File: src/rtl/core/incremental_pid_speed_regulator_defines.svh
// Assertion helpers shared by the speed regulator modules.
`ifndef INCREMENTAL_PID_SPEED_REGULATOR_DEFINES_SVH
`define INCREMENTAL_PID_SPEED_REGULATOR_DEFINES_SVH

// Same-cycle implication, checked only outside reset.
`define IPID_ASSERT(label, clk, rst, ante, cons, msg) \
  label: assert property (@(posedge clk) disable iff (!rst) (ante) |-> (cons)) else $error(msg);

// Next-cycle implication, checked only outside reset.
`define IPID_ASSERT_NEXT(label, clk, rst, ante, cons, msg) \
  label: assert property (@(posedge clk) disable iff (!rst) (ante) |=> (cons)) else $error(msg);

`endif

File: src/rtl/core/ipid_pkg.sv
`timescale 1ns / 1ps

package ipid_pkg;

  // Field and register widths.
  localparam int GAIN_W     = 24;
  localparam int SCALE_W    = 16;
  localparam int LIMIT_W    = 15;
  localparam int DUTY_W     = 16;
  localparam int SPEED_W    = 16;
  localparam int CODE_W     = 16;
  localparam int SPP_W      = SCALE_W + CODE_W;
  localparam int SCALE_FRAC = 12;
  localparam int GAIN_FRAC  = 16;

  // Error is held in 34 bits; multiplier operands are cut into a 17-bit
  // unsigned low chunk and an 18-bit signed high chunk.
  localparam int ERR_W  = 34;
  localparam int OPND_W = 35;
  localparam int LO_W   = 17;
  localparam int HI_W   = OPND_W - LO_W;
  localparam int PROD_W = GAIN_W + HI_W;
  localparam int ACC_W  = 62;

  localparam logic signed [ERR_W-1:0] ERR_MAX = {1'b0, {(ERR_W-1){1'b1}}};
  localparam logic signed [ERR_W-1:0] ERR_MIN = {1'b1, {(ERR_W-1){1'b0}}};

  // Configuration port.
  localparam int CFG_AW = 5;
  localparam int CFG_DW = 32;

  typedef enum logic [CFG_AW-3:0] {
    REG_KP    = 3'd0,
    REG_KI    = 3'd1,
    REG_KD    = 3'd2,
    REG_SCALE = 3'd3,
    REG_ILIM  = 3'd4,
    REG_DMIN  = 3'd5,
    REG_DMAX  = 3'd6
  } reg_idx_t;

  typedef struct packed {
    logic signed [GAIN_W-1:0] kp;
    logic signed [GAIN_W-1:0] ki;
    logic signed [GAIN_W-1:0] kd;
    logic [SCALE_W-1:0]       scale;
    logic [LIMIT_W-1:0]       ilimit;
    logic [DUTY_W-1:0]        duty_min;
    logic [DUTY_W-1:0]        duty_max;
  } cfg_t;

  localparam cfg_t CFG_RESET = '{
    kp:       24'sd26477,
    ki:       24'sd0,
    kd:       24'sd0,
    scale:    16'd5366,
    ilimit:   15'd100,
    duty_min: 16'd3,
    duty_max: 16'd65535
  };

  // Microcode fields.
  typedef enum logic [1:0] {
    W_NONE     = 2'd0,
    W_INPUT    = 2'd1,
    W_OUT_SLOT = 2'd2
  } wait_t;

  typedef enum logic [1:0] {
    A_SCALE = 2'd0,
    A_KP    = 2'd1,
    A_KI    = 2'd2,
    A_KD    = 2'd3
  } mul_a_t;

  typedef enum logic [2:0] {
    B_CODE    = 3'd0,
    B_ERR_LO  = 3'd1,
    B_ERR_HI  = 3'd2,
    B_INT_LO  = 3'd3,
    B_INT_HI  = 3'd4,
    B_DIFF_LO = 3'd5,
    B_DIFF_HI = 3'd6
  } mul_b_t;

  typedef enum logic [1:0] {
    ACC_HOLD      = 2'd0,
    ACC_LOAD_DUTY = 2'd1,
    ACC_ADD_LO    = 2'd2,
    ACC_ADD_HI    = 2'd3
  } acc_op_t;

  localparam int PROG_LEN = 10;
  localparam int STEP_W   = $clog2(PROG_LEN);
  typedef logic [STEP_W-1:0] step_t;

  localparam step_t STEP_IDLE = 4'd0;
  localparam step_t STEP_ERR  = 4'd1;
  localparam step_t STEP_INT  = 4'd2;
  localparam step_t STEP_KPH  = 4'd3;
  localparam step_t STEP_KIL  = 4'd4;
  localparam step_t STEP_KIH  = 4'd5;
  localparam step_t STEP_KDL  = 4'd6;
  localparam step_t STEP_KDH  = 4'd7;
  localparam step_t STEP_LAST = 4'd8;
  localparam step_t STEP_OUT  = 4'd9;

  typedef struct packed {
    wait_t   wt;
    logic    jmp;
    step_t   target;
    logic    in_we;
    logic    mul_en;
    mul_a_t  mul_a;
    mul_b_t  mul_b;
    acc_op_t acc_op;
    logic    err_we;
    logic    int_we;
    logic    out_we;
  } ctl_t;

  localparam ctl_t CTL_NOP = '{
    wt:     W_NONE,
    jmp:    1'b0,
    target: STEP_IDLE,
    in_we:  1'b0,
    mul_en: 1'b0,
    mul_a:  A_SCALE,
    mul_b:  B_CODE,
    acc_op: ACC_HOLD,
    err_we: 1'b0,
    int_we: 1'b0,
    out_we: 1'b0
  };

  // Control store. Each gain product is added to the accumulator in the step
  // after it is formed; low chunks at weight one, high chunks shifted up by LO_W.
  function automatic ctl_t ucode(input step_t s);
    ctl_t c;
    c = CTL_NOP;
    unique case (s)
      STEP_IDLE: begin
        c.wt = W_INPUT; c.in_we = 1'b1;
        c.mul_en = 1'b1; c.mul_a = A_SCALE; c.mul_b = B_CODE;
      end
      STEP_ERR: begin
        c.err_we = 1'b1;
      end
      STEP_INT: begin
        c.int_we = 1'b1; c.acc_op = ACC_LOAD_DUTY;
        c.mul_en = 1'b1; c.mul_a = A_KP; c.mul_b = B_ERR_LO;
      end
      STEP_KPH: begin
        c.acc_op = ACC_ADD_LO;
        c.mul_en = 1'b1; c.mul_a = A_KP; c.mul_b = B_ERR_HI;
      end
      STEP_KIL: begin
        c.acc_op = ACC_ADD_HI;
        c.mul_en = 1'b1; c.mul_a = A_KI; c.mul_b = B_INT_LO;
      end
      STEP_KIH: begin
        c.acc_op = ACC_ADD_LO;
        c.mul_en = 1'b1; c.mul_a = A_KI; c.mul_b = B_INT_HI;
      end
      STEP_KDL: begin
        c.acc_op = ACC_ADD_HI;
        c.mul_en = 1'b1; c.mul_a = A_KD; c.mul_b = B_DIFF_LO;
      end
      STEP_KDH: begin
        c.acc_op = ACC_ADD_LO;
        c.mul_en = 1'b1; c.mul_a = A_KD; c.mul_b = B_DIFF_HI;
      end
      STEP_LAST: begin
        c.acc_op = ACC_ADD_HI;
      end
      STEP_OUT: begin
        c.wt = W_OUT_SLOT; c.out_we = 1'b1;
        c.jmp = 1'b1; c.target = STEP_IDLE;
      end
      default: begin
        c.jmp = 1'b1; c.target = STEP_IDLE;
      end
    endcase
    return c;
  endfunction

endpackage

File: src/rtl/core/incremental_pid_speed_regulator.sv
`timescale 1ns / 1ps
// Incremental PID speed regulator with integral anti-windup.
// Input channel (in_valid/in_ready): one item per control sample, carrying
// the measured speed and the set-point code. Result channel
// (out_valid/out_ready): one item per input, the new clamped duty value.
// Gains, set-point scale, integral limit and duty bounds sit in an APB-style
// register file; write them only while the block is idle.
// Operation: a microcoded step counter runs a ten-step program over one shared
// 24x18 multiplier (set-point scaling plus two partial products per gain term),
// so a new item is taken only after the previous one has run the whole program
// and its result has been written. The multiplier, used in seven of the steps,
// sets the length of the program.
// If the receiver stalls, the result register holds its item; the next input
// item is still accepted and worked through, then waits in the last step
// until the result register frees up.
// Reset (rst_n, synchronous) loads the register defaults and clears the
// integral, the previous error, the last duty and the result flag.
module incremental_pid_speed_regulator
  import ipid_pkg::*;
#(
  parameter int FRAC_BITS   = 12,
  parameter int SPEED_WIDTH = 16
) (
  input  logic               clk,
  input  logic               rst_n,
  input  logic               psel,
  input  logic               penable,
  input  logic               pwrite,
  input  logic [CFG_AW-1:0]  paddr,
  input  logic [CFG_DW-1:0]  pwdata,
  output logic [CFG_DW-1:0]  prdata,
  output logic               pready,
  input  logic               in_valid,
  output logic               in_ready,
  input  logic [SPEED_W-1:0] in_measured_rpm,
  input  logic [CODE_W-1:0]  in_set_point_code,
  output logic               out_valid,
  input  logic               out_ready,
  output logic [DUTY_W-1:0]  out_duty_cycle
);

  cfg_t cfg;
  ctl_t ctl;
  logic out_free;

  // Configuration registers.
  ipid_cfg u_cfg (
    .clk     (clk),
    .rst_n   (rst_n),
    .psel    (psel),
    .penable (penable),
    .pwrite  (pwrite),
    .paddr   (paddr),
    .pwdata  (pwdata),
    .prdata  (prdata),
    .pready  (pready),
    .cfg     (cfg)
  );

  // Microcode sequencer.
  ipid_seq u_seq (
    .clk      (clk),
    .rst_n    (rst_n),
    .in_valid (in_valid),
    .out_free (out_free),
    .in_ready (in_ready),
    .ctl      (ctl)
  );

  // Datapath and result register.
  ipid_dp #(
    .FRAC_BITS   (FRAC_BITS),
    .SPEED_WIDTH (SPEED_WIDTH)
  ) u_dp (
    .clk               (clk),
    .rst_n             (rst_n),
    .cfg               (cfg),
    .ctl               (ctl),
    .in_measured_rpm   (in_measured_rpm),
    .in_set_point_code (in_set_point_code),
    .out_ready         (out_ready),
    .out_free          (out_free),
    .out_valid         (out_valid),
    .out_duty_cycle    (out_duty_cycle)
  );

endmodule

File: src/rtl/core/ipid_cfg.sv
`timescale 1ns / 1ps

module ipid_cfg
  import ipid_pkg::*;
(
  input  logic              clk,
  input  logic              rst_n,
  input  logic              psel,
  input  logic              penable,
  input  logic              pwrite,
  input  logic [CFG_AW-1:0] paddr,
  input  logic [CFG_DW-1:0] pwdata,
  output logic [CFG_DW-1:0] prdata,
  output logic              pready,
  output cfg_t              cfg
);

  cfg_t     cfg_r;
  cfg_t     cfg_nxt;
  reg_idx_t idx;
  logic     wr;

  assign pready = 1'b1;
  assign wr     = psel & penable & pwrite;
  assign idx    = reg_idx_t'(paddr[CFG_AW-1:2]);
  assign cfg    = cfg_r;

  // Register write decode; an index past the list is dropped.
  always_comb begin
    cfg_nxt = cfg_r;
    if (wr) begin
      unique case (idx)
        REG_KP:    cfg_nxt.kp       = pwdata[GAIN_W-1:0];
        REG_KI:    cfg_nxt.ki       = pwdata[GAIN_W-1:0];
        REG_KD:    cfg_nxt.kd       = pwdata[GAIN_W-1:0];
        REG_SCALE: cfg_nxt.scale    = pwdata[SCALE_W-1:0];
        REG_ILIM:  cfg_nxt.ilimit   = pwdata[LIMIT_W-1:0];
        REG_DMIN:  cfg_nxt.duty_min = pwdata[DUTY_W-1:0];
        REG_DMAX:  cfg_nxt.duty_max = pwdata[DUTY_W-1:0];
        default:   cfg_nxt = cfg_r;
      endcase
    end
  end

  // Read back the raw register bits.
  always_comb begin
    unique case (idx)
      REG_KP:    prdata = CFG_DW'(unsigned'(cfg_r.kp));
      REG_KI:    prdata = CFG_DW'(unsigned'(cfg_r.ki));
      REG_KD:    prdata = CFG_DW'(unsigned'(cfg_r.kd));
      REG_SCALE: prdata = CFG_DW'(cfg_r.scale);
      REG_ILIM:  prdata = CFG_DW'(cfg_r.ilimit);
      REG_DMIN:  prdata = CFG_DW'(cfg_r.duty_min);
      REG_DMAX:  prdata = CFG_DW'(cfg_r.duty_max);
      default:   prdata = '0;
    endcase
  end

  always_ff @(posedge clk) begin
    if (!rst_n) begin
      cfg_r <= CFG_RESET;
    end else begin
      cfg_r <= cfg_nxt;
    end
  end

endmodule

File: src/rtl/core/ipid_seq.sv
`timescale 1ns / 1ps
`include "incremental_pid_speed_regulator_defines.svh"

module ipid_seq
  import ipid_pkg::*;
(
  input  logic clk,
  input  logic rst_n,
  input  logic in_valid,
  input  logic out_free,
  output logic in_ready,
  output ctl_t ctl
);

  step_t pc_r;
  step_t pc_nxt;
  ctl_t  rom;
  logic  go;

  assign rom      = ucode(pc_r);
  assign in_ready = (rom.wt == W_INPUT);

  // A step runs once the condition it waits on holds.
  always_comb begin
    unique case (rom.wt)
      W_NONE:     go = 1'b1;
      W_INPUT:    go = in_valid;
      W_OUT_SLOT: go = out_free;
      default:    go = 1'b0;
    endcase
  end

  // Step counter: advance, jump, or hold while waiting.
  always_comb begin
    pc_nxt = pc_r;
    if (go) begin
      pc_nxt = rom.jmp ? rom.target : pc_r + 1'b1;
    end
  end

  // Strobes reach the datapath only when the step actually runs.
  always_comb begin
    ctl        = rom;
    ctl.in_we  = rom.in_we & go;
    ctl.mul_en = rom.mul_en & go;
    ctl.err_we = rom.err_we & go;
    ctl.int_we = rom.int_we & go;
    ctl.out_we = rom.out_we & go;
    ctl.acc_op = go ? rom.acc_op : ACC_HOLD;
  end

  always_ff @(posedge clk) begin
    if (!rst_n) begin
      pc_r <= STEP_IDLE;
    end else begin
      pc_r <= pc_nxt;
    end
  end

  `IPID_ASSERT_NEXT(a_accept_starts_err, clk, rst_n, in_valid && in_ready, pc_r == STEP_ERR, "accepted item did not start the error step")
  `IPID_ASSERT(a_pc_in_program, clk, rst_n, 1'b1, pc_r < step_t'(PROG_LEN), "step counter left the program")
  `IPID_ASSERT_NEXT(a_out_returns_idle, clk, rst_n, ctl.out_we, pc_r == STEP_IDLE, "sequencer did not return to idle after result")

endmodule

File: src/rtl/core/ipid_dp.sv
`timescale 1ns / 1ps
`include "incremental_pid_speed_regulator_defines.svh"

module ipid_dp
  import ipid_pkg::*;
#(
  parameter int FRAC_BITS   = 12,
  parameter int SPEED_WIDTH = 16
) (
  input  logic               clk,
  input  logic               rst_n,
  input  cfg_t               cfg,
  input  ctl_t               ctl,
  input  logic [SPEED_W-1:0] in_measured_rpm,
  input  logic [CODE_W-1:0]  in_set_point_code,
  input  logic               out_ready,
  output logic               out_free,
  output logic               out_valid,
  output logic [DUTY_W-1:0]  out_duty_cycle
);

  localparam int INT_W    = LIMIT_W + FRAC_BITS + 1;
  localparam int SHIFT    = FRAC_BITS + GAIN_FRAC;
  localparam int SH_L     = (FRAC_BITS >= SCALE_FRAC) ? FRAC_BITS - SCALE_FRAC : 0;
  localparam int SH_R     = (FRAC_BITS >= SCALE_FRAC) ? 0 : SCALE_FRAC - FRAC_BITS;
  localparam int SPS_W    = SPP_W + SH_L;
  localparam int RPM_W    = SPEED_W + FRAC_BITS;
  localparam int DW0      = (SPS_W > RPM_W) ? SPS_W : RPM_W;
  localparam int EW_W     = ((DW0 > ERR_W) ? DW0 : ERR_W) + 1;
  localparam int RPM_BITS = (SPEED_WIDTH < SPEED_W) ? SPEED_WIDTH : SPEED_W;
  localparam logic [SPEED_W-1:0] RPM_MASK = SPEED_W'((17'd1 << RPM_BITS) - 17'd1);

  // Payload registers.
  logic [SPEED_W-1:0]       rpm_r;
  logic signed [PROD_W-1:0] prod_r;
  logic signed [ERR_W-1:0]  err_r;
  logic signed [OPND_W-1:0] diff_r;
  logic signed [ACC_W-1:0]  acc_r;
  logic [DUTY_W-1:0]        out_duty_r;

  // Loop state and output flag.
  logic signed [INT_W-1:0]  int_r;
  logic signed [ERR_W-1:0]  prev_r;
  logic [DUTY_W-1:0]        duty_r;
  logic                     out_valid_r;

  logic signed [GAIN_W-1:0] mul_a;
  logic signed [HI_W-1:0]   mul_b;
  logic signed [PROD_W-1:0] prod_nxt;
  logic signed [OPND_W-1:0] err_ext;
  logic signed [OPND_W-1:0] int_ext;
  logic [EW_W-1:0]          sp_w;
  logic [EW_W-1:0]          rpm_w;
  logic signed [EW_W-1:0]   err_wide;
  logic                     err_fits;
  logic signed [ERR_W-1:0]  err_nxt;
  logic signed [OPND_W-1:0] isum;
  logic signed [OPND_W-1:0] ilim;
  logic signed [OPND_W-1:0] ilim_neg;
  logic signed [OPND_W-1:0] iclamp;
  logic signed [ACC_W-1:0]  prod_ext;
  logic signed [ACC_W-1:0]  acc_nxt;
  logic signed [ACC_W-1:0]  duty_load;
  logic signed [ACC_W-1:0]  hi_b;
  logic signed [ACC_W-1:0]  lo_b;
  logic [DUTY_W-1:0]        duty_sel;

  assign err_ext = {{(OPND_W-ERR_W){err_r[ERR_W-1]}}, err_r};
  assign int_ext = {{(OPND_W-INT_W){int_r[INT_W-1]}}, int_r};

  // Shared multiplier operand selection.
  always_comb begin
    unique case (ctl.mul_a)
      A_SCALE: mul_a = {{(GAIN_W-SCALE_W){1'b0}}, cfg.scale};
      A_KP:    mul_a = cfg.kp;
      A_KI:    mul_a = cfg.ki;
      A_KD:    mul_a = cfg.kd;
      default: mul_a = '0;
    endcase
  end

  always_comb begin
    unique case (ctl.mul_b)
      B_CODE:    mul_b = {{(HI_W-CODE_W){1'b0}}, in_set_point_code};
      B_ERR_LO:  mul_b = {1'b0, err_ext[LO_W-1:0]};
      B_ERR_HI:  mul_b = err_ext[OPND_W-1:LO_W];
      B_INT_LO:  mul_b = {1'b0, int_ext[LO_W-1:0]};
      B_INT_HI:  mul_b = int_ext[OPND_W-1:LO_W];
      B_DIFF_LO: mul_b = {1'b0, diff_r[LO_W-1:0]};
      B_DIFF_HI: mul_b = diff_r[OPND_W-1:LO_W];
      default:   mul_b = '0;
    endcase
  end

  assign prod_nxt = mul_a * mul_b;

  // Error: scaled set-point aligned to FRAC_BITS, minus speed, saturated.
  always_comb begin
    sp_w     = (EW_W'(prod_r[SPP_W-1:0]) << SH_L) >> SH_R;
    rpm_w    = EW_W'(rpm_r) << FRAC_BITS;
    err_wide = sp_w - rpm_w;
    err_fits = (&err_wide[EW_W-1:ERR_W-1]) | ~(|err_wide[EW_W-1:ERR_W-1]);
    if (err_fits) begin
      err_nxt = err_wide[ERR_W-1:0];
    end else if (err_wide[EW_W-1]) begin
      err_nxt = ERR_MIN;
    end else begin
      err_nxt = ERR_MAX;
    end
  end

  // Integral with anti-windup clamp.
  always_comb begin
    isum     = int_ext + err_ext;
    ilim     = OPND_W'(cfg.ilimit) << FRAC_BITS;
    ilim_neg = -ilim;
    priority if (isum > ilim) begin
      iclamp = ilim;
    end else if (isum < ilim_neg) begin
      iclamp = ilim_neg;
    end else begin
      iclamp = isum;
    end
  end

  // Accumulator of the weighted terms on top of the previous duty.
  always_comb begin
    prod_ext  = {{(ACC_W-PROD_W){prod_r[PROD_W-1]}}, prod_r};
    duty_load = ACC_W'(duty_r) << SHIFT;
    unique case (ctl.acc_op)
      ACC_HOLD:      acc_nxt = acc_r;
      ACC_LOAD_DUTY: acc_nxt = duty_load;
      ACC_ADD_LO:    acc_nxt = acc_r + prod_ext;
      ACC_ADD_HI:    acc_nxt = acc_r + (prod_ext <<< LO_W);
      default:       acc_nxt = acc_r;
    endcase
  end

  // Duty clamp; the upper bound is tested first when bounds cross.
  always_comb begin
    hi_b = ACC_W'(cfg.duty_max) << SHIFT;
    lo_b = ACC_W'(cfg.duty_min) << SHIFT;
    priority if (acc_r > hi_b) begin
      duty_sel = cfg.duty_max;
    end else if (acc_r < lo_b) begin
      duty_sel = cfg.duty_min;
    end else begin
      duty_sel = acc_r[SHIFT +: DUTY_W];
    end
  end

  assign out_free       = !out_valid_r || out_ready;
  assign out_valid      = out_valid_r;
  assign out_duty_cycle = out_duty_r;

  always_ff @(posedge clk) begin
    if (ctl.in_we) begin
      rpm_r <= in_measured_rpm & RPM_MASK;
    end
    if (ctl.mul_en) begin
      prod_r <= prod_nxt;
    end
    if (ctl.err_we) begin
      err_r <= err_nxt;
    end
    if (ctl.int_we) begin
      diff_r <= {prev_r[ERR_W-1], prev_r} - err_ext;
    end
    if (ctl.out_we) begin
      out_duty_r <= duty_sel;
    end
    acc_r <= acc_nxt;
  end

  always_ff @(posedge clk) begin
    if (!rst_n) begin
      int_r       <= '0;
      prev_r      <= '0;
      duty_r      <= '0;
      out_valid_r <= 1'b0;
    end else begin
      if (ctl.int_we) begin
        int_r  <= iclamp[INT_W-1:0];
        prev_r <= err_r;
      end
      if (ctl.out_we) begin
        duty_r      <= duty_sel;
        out_valid_r <= 1'b1;
      end else if (out_ready) begin
        out_valid_r <= 1'b0;
      end
    end
  end

  `IPID_ASSERT(a_duty_in_bounds, clk, rst_n, ctl.out_we && (cfg.duty_min <= cfg.duty_max), (duty_sel >= cfg.duty_min) && (duty_sel <= cfg.duty_max), "duty outside its bounds")
  `IPID_ASSERT_NEXT(a_prev_err_follows, clk, rst_n, ctl.int_we, prev_r == $past(err_r), "previous error not updated from current error")
  `IPID_ASSERT(a_valid_from_write, clk, rst_n, $rose(out_valid_r), $past(ctl.out_we), "result shown without a duty write")

endmodule
File: config.mk
export PLATFORM = sky130hd
export DESIGN_NAME = incremental_pid_speed_regulator
export DESIGN_NICKNAME = d
export VERILOG_FILES = /design/src/rtl/core/ipid_pkg.sv /design/src/rtl/core/incremental_pid_speed_regulator.sv /design/src/rtl/core/ipid_cfg.sv /design/src/rtl/core/ipid_seq.sv /design/src/rtl/core/ipid_dp.sv
export VERILOG_INCLUDE_DIRS = /design/src /design/src/rtl/core
export SDC_FILE = /design/constraint.sdc
export NUM_CORES = 2
export LEC_CHECK = 0
export BUFFER_PORTS_ARGS = -buffer_cell sky130_fd_sc_hd__buf_2
export CORE_MARGIN = 2
export CORE_UTILIZATION = 47
export DETAILED_ROUTE_END_ITERATION = 12
export PLACE_DENSITY = 0.69
export SLEW_MARGIN = 10
export SYNTH_ARGS = -nofsm -noshare
export SYNTH_HDL_FRONTEND = slang
export SYNTH_HIERARCHICAL = 1
export SYNTH_SLANG_ARGS = --single-unit
File: constraint.sdc
create_clock -name clk -period 12.5 [get_ports clk]
set_input_delay 1.25 -clock clk [delete_from_list [all_inputs] [get_ports clk]]
set_output_delay 1.25 -clock clk [all_outputs]
set_load 0.02 [all_outputs]
==> impl_summary.md <==
Clocking
The tree is rooted in a sky130_fd_sc_hd__clkbuf_16. The number of hold buffers added after cts is 0. The clock transition time at the flip-flop clock pins of the worst setup and hold paths is roughly 60 ps. TritonCTS built the clock tree. The post-cts repair resize count is 0. Post-CTS timing repair inserted 0 buffers for setup. The clock net sink count is 421. The clock passes through at most 3 buffers. The number of buffers created by CTS is 53. The clock insertion delay at the later pin of the skew report is roughly 640 ps.

The number of levels in the clock H-tree is 2.

Worst setup path
The critical path's slowest cell is sky130_fd_sc_hd__a221o_1. The category of the worst setup path capture point is a flop. The critical path depth is 29. The kind of cell with the highest combined delay along the critical path is adder cells. The category of the worst setup path launch point is a flop. The worst path buffer plus inverter count is 6. Measured in cells, the most critical reg-to-reg path has a length of 29. The capturing instance or port of the critical path is u_dp/prod_r[41]. The worst setup path is of the flop to flop kind. The maximum net fanout on the critical path is 17.

The biggest cell delay along the critical path is 750 ps. For the worst setup path, the data arrival time is 10830 ps. The required time reported for the critical path endpoint is 12870 ps. The worst reg2reg path endpoint is u_dp/prod_r[41]. The worst register-to-register path has a setup slack of 2040 ps. The reg-to-reg startpoint is u_seq/pc_r[2]. The most critical setup path has its startpoint at u_seq/pc_r[2].

Synthesis
The total of warnings raised by yosys is 6. The cell area that synthesis handed to floorplanning was 0.0460 mm2. The number of cells produced by synthesis is 5135. Averaged over all synthesized cells, the footprint is 8.95 um2.

Drt
The per-cell routed wire length is ~23 um. In this run the remaining antenna-violating nets after routing total 0. The via count is ~39000. After the first detailed-routing iteration, the DRC count stood at 3654. The average via count per standard cell is 5.97. The first detailed-routing pass ran for 6 iterations. For this run, design rule violations remaining after detail routing come to 0. The total routed wirelength is 146000 um.

Status
The flow ran to the end, and the final reports show no timing, DRC or antenna violations.

Final layout
Leaving out fill and tap cells, the most frequent cells in the layout are sky130_fd_sc_hd__inv_1 (701), sky130_fd_sc_hd__nand2_1 (577), sky130_fd_sc_hd__fa_1 (431). The filler cell count in the final layout is 8840. The number of nets in the final layout is 6001. Leaving out fill and tap cells, the most frequent cell in the layout is sky130_fd_sc_hd__inv_1. Once layout is complete, the utilization of the core stands at 0.511.

The area added between synthesis and finish is 7.73%. Of the cells placed in the final design, the portion with a size suffix greater than 1 is 0.0737.

Timing
The number of hold violations in the final report is 0. The final clock skew is 33.5 ps. The setup-violating endpoint count in the final report is 0. The worst setup slack after layout is ~2000 ps.

Setup total negative slack on the finished layout was measured at 0 ps. The worst max-slew margin expressed relative to the limit is 0.192. The count of final max-slew check failures came to 0. Setup repair after global routing left no endpoint under its margin. The highest clock frequency the design can meet is 95.6 MHz. After layout, the minimum clock period comes to around 10000 ps. In the finished design, the share of the clock period the worst path needs comes to 0.837. The transition time of the tightest slew-check pin is 1210 ps.

Global routing
Across every metal layer, demand over resource in global routing totals 0.290. Global routing finished with a remaining overflow of 0. The largest net degree at the start of global routing is 104. The initial antenna violation count is 8.

The number of global-route vias before repair came to 37600. The first global-routing pass estimated about 220000 um of wire.

Floorplanning
For this configuration, the core starts out at a cell density of 0.475. In this run the count of I/O pins placed on the die edge is 127. The floorplan step set the die width to 317 um.

The total die area is 0.100 mm2. The die height is 317 um. The area of the core is 0.0969 mm2.

The cell row count is 114.

Place
The worst-case setup slack after placement is about 2200 ps. Routability-driven placement finished with a final weighted congestion of 0.964. The number of input and output port buffers inserted is 107. The post-detailed-placement half-perimeter wirelength is 111000 um.

Hold path
The start point of the worst hold path is u_cfg/cfg[86]. In this run the worst hold path is classified as flop to flop.

Run
The max-capacitance violation count is 0.
worst reg2reg max path: cells and delay by family (launching register included):
family	cells	cell delay, ps
AND/OR/NAND/NOR	4	1570
XOR/XNOR	1	80
adder cells (fa/ha/maj)	7	3520
AO/OA/AOI/OAI	11	3440
buffers and inverters	6	860
flip-flops	1	730
routing by layer:
| metal | global-route usage | part of all wire | up-vias |
|---|---|---|---|
| li1 | - | - | 17600 |
| met1 | 0.384 | 0.41 | 18900 |
| met2 | 0.449 | 0.44 | 1736 |
| met3 | 0.0665 | 0.098 | 362 |
| met4 | 0.141 | 0.056 | 2 |
| met5 | 0 | 0.000089 | - |
per-stage QoR:
stage | instances | hold slack (ps) | instance area [um2]
3_5_place_dp | 6350 | 460 | 47600
5_1_grt | 6448 | 492 | 49500
6_report | 6454 | 470 | 49500
3_3_place_gp | 6350 | 450 | 47600
4_1_cts | 6447 | 469 | 49500
2_1_floorplan | 5142 | 441 | 46000
sequential cells by signal (all words and copies together), names as in the netlist:
name and count:
u_cfg/cfg 135, u_dp/acc_r 62, u_dp/prod_r 42, u_dp/diff_r 35, u_dp/err_r 33, u_dp/prev_r 33, u_dp/int_r 28, u_dp/duty_r 16
u_dp/out_duty_cycle 16, u_dp/rpm_r 16, u_seq/pc_r 4, u_dp/out_valid 1
cell type report:
type	instances	area [um2]	area share
antenna	7	17.5	0.000354
clock buffer	68	1520	0.0306
clock inverter	29	387	0.00780
inverter	708	2660	0.0536
multi-input combinational	3782	31900	0.645
sequential	421	10500	0.211
tap	1276	1600	0.0322
timing repair buffer	163	965	0.0195
how the worst min path moves through the flow:
stage | slack [ps] | to | cells after the start
3_3_place_gp | 450 | u_cfg/cfg[115] | 2
3_5_place_dp | 460 | u_cfg/cfg[63] | 2
2_1_floorplan | 440 | u_cfg/cfg[79] | 2
6_report | 470 | u_cfg/cfg[86] | 2
5_1_grt | 490 | u_cfg/cfg[74] | 2
4_1_cts | 470 | u_cfg/cfg[69] | 2
Power is not shown: default switching activity piles up to over one toggle a cycle in this logic, so the estimate is an artifact.
